--- config.mk ---
export PLATFORM = sky130hd
export DESIGN_NAME = sorted_priority_queue
export DESIGN_NICKNAME = d
export VERILOG_FILES = /design/src/sv/spq_pkg.sv /design/src/sv/spq_cell.sv /design/src/sv/sorted_priority_queue.sv
export SDC_FILE = /design/constraint.sdc
export NUM_CORES = 2
export LEC_CHECK = 0
export BUFFER_PORTS_ARGS = -buffer_cell sky130_fd_sc_hd__buf_2
export CAP_MARGIN = 15
export CORE_ASPECT_RATIO = 0.7
export CORE_UTILIZATION = 36
export CTS_BUF_LIST = sky130_fd_sc_hd__clkbuf_8
export CTS_CLUSTER_DIAMETER = 30
export CTS_CLUSTER_SIZE = 10
export DETAILED_ROUTE_END_ITERATION = 6
export PLACE_DENSITY = 0.55
export SLEW_MARGIN = 20
export SYNTH_ARGS = -nofsm -noshare
export SYNTH_HDL_FRONTEND = slang
export SYNTH_HIERARCHICAL = 1
export SYNTH_SLANG_ARGS = --single-unit
--- constraint.sdc ---
create_clock -name clk_i -period 14.81 [get_ports clk_i]
set_input_delay 2.962 -clock clk_i [delete_from_list [all_inputs] [get_ports clk_i]]
set_output_delay 2.962 -clock clk_i [all_outputs]
set_load 0.01 [all_outputs]
--- src/sv/spq_pkg.sv ---
// spq_pkg: shared widths, operation and status codes, cell control type
// for the sorted priority queue. No dependencies.
package spq_pkg;

  localparam int unsigned DATA_W       = 32;
  localparam int unsigned KIND_W       = 2;
  localparam int unsigned STATUS_W     = 2;
  localparam int unsigned COUNT_W      = 5;
  localparam int unsigned CAPACITY_DEF = 16;

  // operation codes on kind_i; the fourth code is a no-op
  typedef enum logic [KIND_W-1:0] {
    KIND_INSERT = 2'd0,
    KIND_POP    = 2'd1,
    KIND_CLEAR  = 2'd2
  } kind_e;

  // result status codes
  typedef enum logic [STATUS_W-1:0] {
    STATUS_OK    = 2'd0,
    STATUS_EMPTY = 2'd1,
    STATUS_FULL  = 2'd2
  } status_e;

  // per-cycle command broadcast to every cell
  typedef struct packed {
    logic ins;  // insert of a value into a non-full queue
    logic pop;  // pop from a non-empty queue
  } cell_ctrl_t;

endpackage

--- src/sv/spq_cell.sv ---
// spq_cell: one slot of the sorted row. Cell 0 holds the minimum; larger
// indexes hold larger values. Depends on spq_pkg.
module spq_cell #(
  parameter int unsigned IDX  = 0,
  parameter int unsigned CNTW = 5
) (
  input  logic                               clk_i,
  input  spq_pkg::cell_ctrl_t                ctrl_i,
  input  logic        [CNTW-1:0]             count_i,
  input  logic signed [spq_pkg::DATA_W-1:0]  ins_value_i,
  input  logic                               lower_lt_i,   // lower neighbor < new value
  input  logic signed [spq_pkg::DATA_W-1:0]  lower_value_i,
  input  logic signed [spq_pkg::DATA_W-1:0]  upper_value_i,
  output logic                               lt_o,
  output logic signed [spq_pkg::DATA_W-1:0]  value_o
);

  logic signed [spq_pkg::DATA_W-1:0] value_q, value_d;
  logic                              occupied;

  // slot is live when it lies below the fill count
  assign occupied = (count_i > CNTW'(IDX));
  assign lt_o     = occupied && (value_q < ins_value_i);
  assign value_o  = value_q;

  // insert: keep if smaller, take the new value at the boundary, else
  // shift up from the lower neighbor; pop: shift down from above
  always_comb begin
    value_d = value_q;
    if (ctrl_i.ins) begin
      if (lt_o) begin
        value_d = value_q;
      end else if (lower_lt_i) begin
        value_d = ins_value_i;
      end else begin
        value_d = lower_value_i;
      end
    end else if (ctrl_i.pop) begin
      value_d = upper_value_i;
    end
  end

  always_ff @(posedge clk_i) begin
    value_q <= value_d;
  end

endmodule

--- src/sv/sorted_priority_queue.sv ---
// Sorted priority queue: done_o rises in the cycle after start_i, one
// operation accepted every cycle (busy_o stays low); set by one row of
// compare-and-shift cells updating in parallel. The receiver cannot stall.
// Reset clears the fill count and the result strobe; slot data is not reset.
// Depends on spq_pkg and spq_cell.
module sorted_priority_queue #(
  parameter int unsigned CAPACITY = spq_pkg::CAPACITY_DEF
) (
  input  logic                              clk_i,
  input  logic                              rst_ni,
  input  logic                              start_i,
  output logic                              busy_o,
  input  logic        [spq_pkg::KIND_W-1:0] kind_i,
  input  logic signed [spq_pkg::DATA_W-1:0] value_i,
  output logic                              done_o,
  output logic        [spq_pkg::STATUS_W-1:0] status_o,
  output logic signed [spq_pkg::DATA_W-1:0] popped_value_o,
  output logic signed [spq_pkg::DATA_W-1:0] min_value_o,
  output logic        [spq_pkg::COUNT_W-1:0] count_o,
  output logic                              is_empty_o
);

  localparam int unsigned CntW = $clog2(CAPACITY + 1);

  logic                              accept;
  logic                              ins_ok, pop_ok;
  spq_pkg::cell_ctrl_t               ctrl;
  logic        [CntW-1:0]            count_q, count_d;
  logic signed [spq_pkg::DATA_W-1:0] min_next;
  logic        [spq_pkg::STATUS_W-1:0] status_d;

  logic                              done_q;
  logic        [spq_pkg::STATUS_W-1:0] status_q;
  logic signed [spq_pkg::DATA_W-1:0] popped_q, min_q;
  logic        [spq_pkg::COUNT_W-1:0] res_count_q;
  logic                              empty_q;

  logic                              cell_lt  [CAPACITY];
  logic signed [spq_pkg::DATA_W-1:0] cell_val [CAPACITY];

  assign busy_o = 1'b0;
  assign accept = start_i && !busy_o;

  // decode the operation against the fill count
  always_comb begin
    ins_ok   = 1'b0;
    pop_ok   = 1'b0;
    count_d  = count_q;
    status_d = spq_pkg::STATUS_OK;
    if (accept) begin
      unique case (spq_pkg::kind_e'(kind_i))
        spq_pkg::KIND_INSERT: begin
          if (count_q < CntW'(CAPACITY)) begin
            ins_ok  = 1'b1;
            count_d = count_q + CntW'(1);
          end else begin
            status_d = spq_pkg::STATUS_FULL;
          end
        end
        spq_pkg::KIND_POP: begin
          if (count_q != '0) begin
            pop_ok  = 1'b1;
            count_d = count_q - CntW'(1);
          end else begin
            status_d = spq_pkg::STATUS_EMPTY;
          end
        end
        spq_pkg::KIND_CLEAR: count_d = '0;
        default:             count_d = count_q;
      endcase
    end
  end

  assign ctrl.ins = ins_ok;
  assign ctrl.pop = pop_ok;

  // row of cells, cell 0 holds the minimum
  for (genvar j = 0; j < CAPACITY; j++) begin : g_cell
    logic                              lower_lt;
    logic signed [spq_pkg::DATA_W-1:0] lower_val, upper_val;

    if (j == 0) begin : g_first
      assign lower_lt  = 1'b1;
      assign lower_val = value_i;
    end else begin : g_mid
      assign lower_lt  = cell_lt[j-1];
      assign lower_val = cell_val[j-1];
    end

    if (j == CAPACITY - 1) begin : g_last
      assign upper_val = '0;
    end else begin : g_below
      assign upper_val = cell_val[j+1];
    end

    spq_cell #(
      .IDX  (j),
      .CNTW (CntW)
    ) u_cell (
      .clk_i         (clk_i),
      .ctrl_i        (ctrl),
      .count_i       (count_q),
      .ins_value_i   (value_i),
      .lower_lt_i    (lower_lt),
      .lower_value_i (lower_val),
      .upper_value_i (upper_val),
      .lt_o          (cell_lt[j]),
      .value_o       (cell_val[j])
    );
  end

  // next content of cell 0, i.e. the minimum after this step
  always_comb begin
    if (ins_ok) begin
      min_next = cell_lt[0] ? cell_val[0] : value_i;
    end else if (pop_ok) begin
      min_next = cell_val[1];
    end else begin
      min_next = cell_val[0];
    end
  end

  // fill count and result strobe
  always_ff @(posedge clk_i or negedge rst_ni) begin
    if (!rst_ni) begin
      count_q <= '0;
      done_q  <= 1'b0;
    end else begin
      count_q <= count_d;
      done_q  <= accept;
    end
  end

  // result payload
  always_ff @(posedge clk_i) begin
    if (accept) begin
      status_q    <= status_d;
      popped_q    <= pop_ok ? cell_val[0] : '0;
      min_q       <= (count_d != '0) ? min_next : '0;
      res_count_q <= spq_pkg::COUNT_W'(count_d);
      empty_q     <= (count_d == '0);
    end
  end

  assign done_o         = done_q;
  assign status_o       = status_q;
  assign popped_value_o = popped_q;
  assign min_value_o    = min_q;
  assign count_o        = res_count_q;
  assign is_empty_o     = empty_q;

endmodule

==> run metrics <==
status complete, no violations; PortBufs 109; DR pass1 iterations 7; I/O pin count between 100 and 150; Detail Placement HPWL approximately 80000 um; setup TNS 0 ns; slew margin rel. 22.2%; hold crit path type flip-flop to flip-flop; Clock Latency Late Sink 0.84 ns; DIE WIDTH between 400 and 500 um; Slew @ Worst Pin 1.17 ns; Die ar. approximately 120000 um2; via-per-instance ratio 5.30; Syn Area/Cell 9.62 um2; RR Startpoint count_q[4]; Setup CP Type input pin to flip-flop; MaxCap Viol Count 0; Residual DRC 0; gr usage total 18.2%; Area growth syn-to-layout 13.1%; reg2reg path depth 7; Slew Limit Fails 0; initial antenna violation count 1; largest net degree at the start of global routing roughly 260; Final Critical Period about 6.5 ns; post-cts resize count 0; fin crit share between 40 and 50%; CP Data Required Time 15.33 ns; crit end category flip-flop; CP bufs+invs 5; critical path, cell by cell buf_2 > nor4_2 > buf_12 > buf_12 > buf_4 > buf_4 > a21oi_1; Post-CTS Setup Bufs 0; CTS Buf Count ~140; Die Ht 292 um; RSZ-0062 raised after global routing false; synth warn 6; GRT overflow 0; Core Footprint between 100000 and 150000 um2; CP arrival 7.05 ns; Startpoint Class input pin; gate count of the mapped netlist 4495; Placer Congestion 0.803; deepest clock path buffer count 3; CTS root buffer clkbuf_8; mapped cell area 43200 um2; Core Rows 105; Pwr Total 0.00615 W; wire length of the first global-routing pass between 150000 and 200000 um; # setup viols final 0; CTS tree yes; nets@finish 5173; CP delay by family, top buffers and inverters; Clock transition at path regs 0.06 ns; clk sinks 590; layout cell share with drive strength beyond 1 10.3%; Final Hold Vio Count 0; CTS H-tree depth 4; Crit Path Max Fanout 235; Crit path largest cell delay 0.88 ns; Hold Path Depth 2; Fmax 153 MHz; Critical Path Source kind_i[0]; vias in the first global route 33000; DRT iter0 DRCs around 2200; slowest CP cell buf_4; Pwr Density 126 nW/um2; Pleak between 20 and 25 nW; via count 33400; Final ANT Viol Nets 0; Initial Utilization 36.6%; Post-Route Skew between 0.05 and 0.06 ns; # hold bufs at CTS 0; final wirelength between 100000 and 150000 um; Avg WL per Cell 17.8 um; Crit path depth 7; HP Start g_cell[15].u_cell/value_o[0]; peak supply drop roughly 0.000074 V
==> cell usage in the layout (no fill, tap or decap), drive strengths merged, types with 18 or more instances in the layout <==
| master | n |
|---|---|
| a211o | 19 |
| a211oi | 42 |
| a21o | 21 |
| a21oi | 767 |
| a31oi | 19 |
| and2 | 35 |
| buf | 176 |
| bufinv | 18 |
| clkbuf | 145 |
| clkinv | 47 |
| clkinvlp | 18 |
| conb | 34 |
| edfxtp | 584 |
| ha | 498 |
| inv | 534 |
| mux2 | 34 |
| mux2i | 557 |
| nand2 | 180 |
| nand2b | 19 |
| nand3 | 47 |
| nand4 | 96 |
| nor2 | 610 |
| nor3 | 20 |
| o21ai | 101 |
==> tightest hold or removal path: cells and delay by family (launching register included) <==
family / cells / cell delay, ns
flops: 1 / 0.33
compound gates: 1 / 0.10
simple gates: 1 / 0.05
==> power breakdown <==
group	switching (W)	internal [W]	total (W)
combinational	0.00107	0.000693	0.00177
clock	0.000875	0.00124	0.00211
sequential	0.000146	0.00213	0.00227
total	0.00209	0.00406	0.00615
==> flip-flops by register name (all words and copies together), names as in the netlist <==
register               count
status_o                   2
count_o                    5
g_cell.u_cell/value_o    512
is_empty_o                 1
done_o                     1
min_value_o               32
popped_value_o            32
count_q                    5
==> area by class of cell <==
class	count	area [um2]
fillers	11600	69200
multi-input cells	3219	23100
flip-flops and latches	590	17700
clock buffers	145	2000
well taps	1551	1940
inverters	513	1930
repair buffers	176	1210
clock inverters	104	1020
diodes	1	2.50
==> worst paths after layout <==
kind | end | slack (ns)
setup / recovery | g_cell[14].u_cell/value_o[3] | 8.28
hold / removal | g_cell[14].u_cell/value_o[0] | 0.60
setup reg to reg | g_cell[14].u_cell/value_o[3] | 10.14
hold reg to reg | g_cell[14].u_cell/value_o[0] | 0.60
max in group asynchronous | count_q[4] | 12.71
min in group asynchronous | count_q[3] | 1.95
==> metrics by stage <==
stage	hold slack, ns	instance area, um2	setup slack [ns]	utilization, %	instances
6_report	0.601	48900	8.28	41.4	6299
5_1_grt	0.631	48900	7.87	41.4	6299
4_1_cts	0.603	48800	8.40	41.3	6292
3_5_place_dp	0.596	45800	7.45	38.7	6043
3_3_place_gp	0.585	45700	7.51	38.7	6042
2_1_floorplan	0.553	43400	6.60	-	4527
==> layer usage <==
metal  vias up  global-route usage (%)  routed length (um)
met4         0                    4.89                1600
met2       491                    25.7               45400
li1      16600                       -                   -
met1     16200                    28.3               60600
met3       118                    2.71                4510
met5         -                       0                   0
Note: power is estimated with default switching activity, not from simulation.
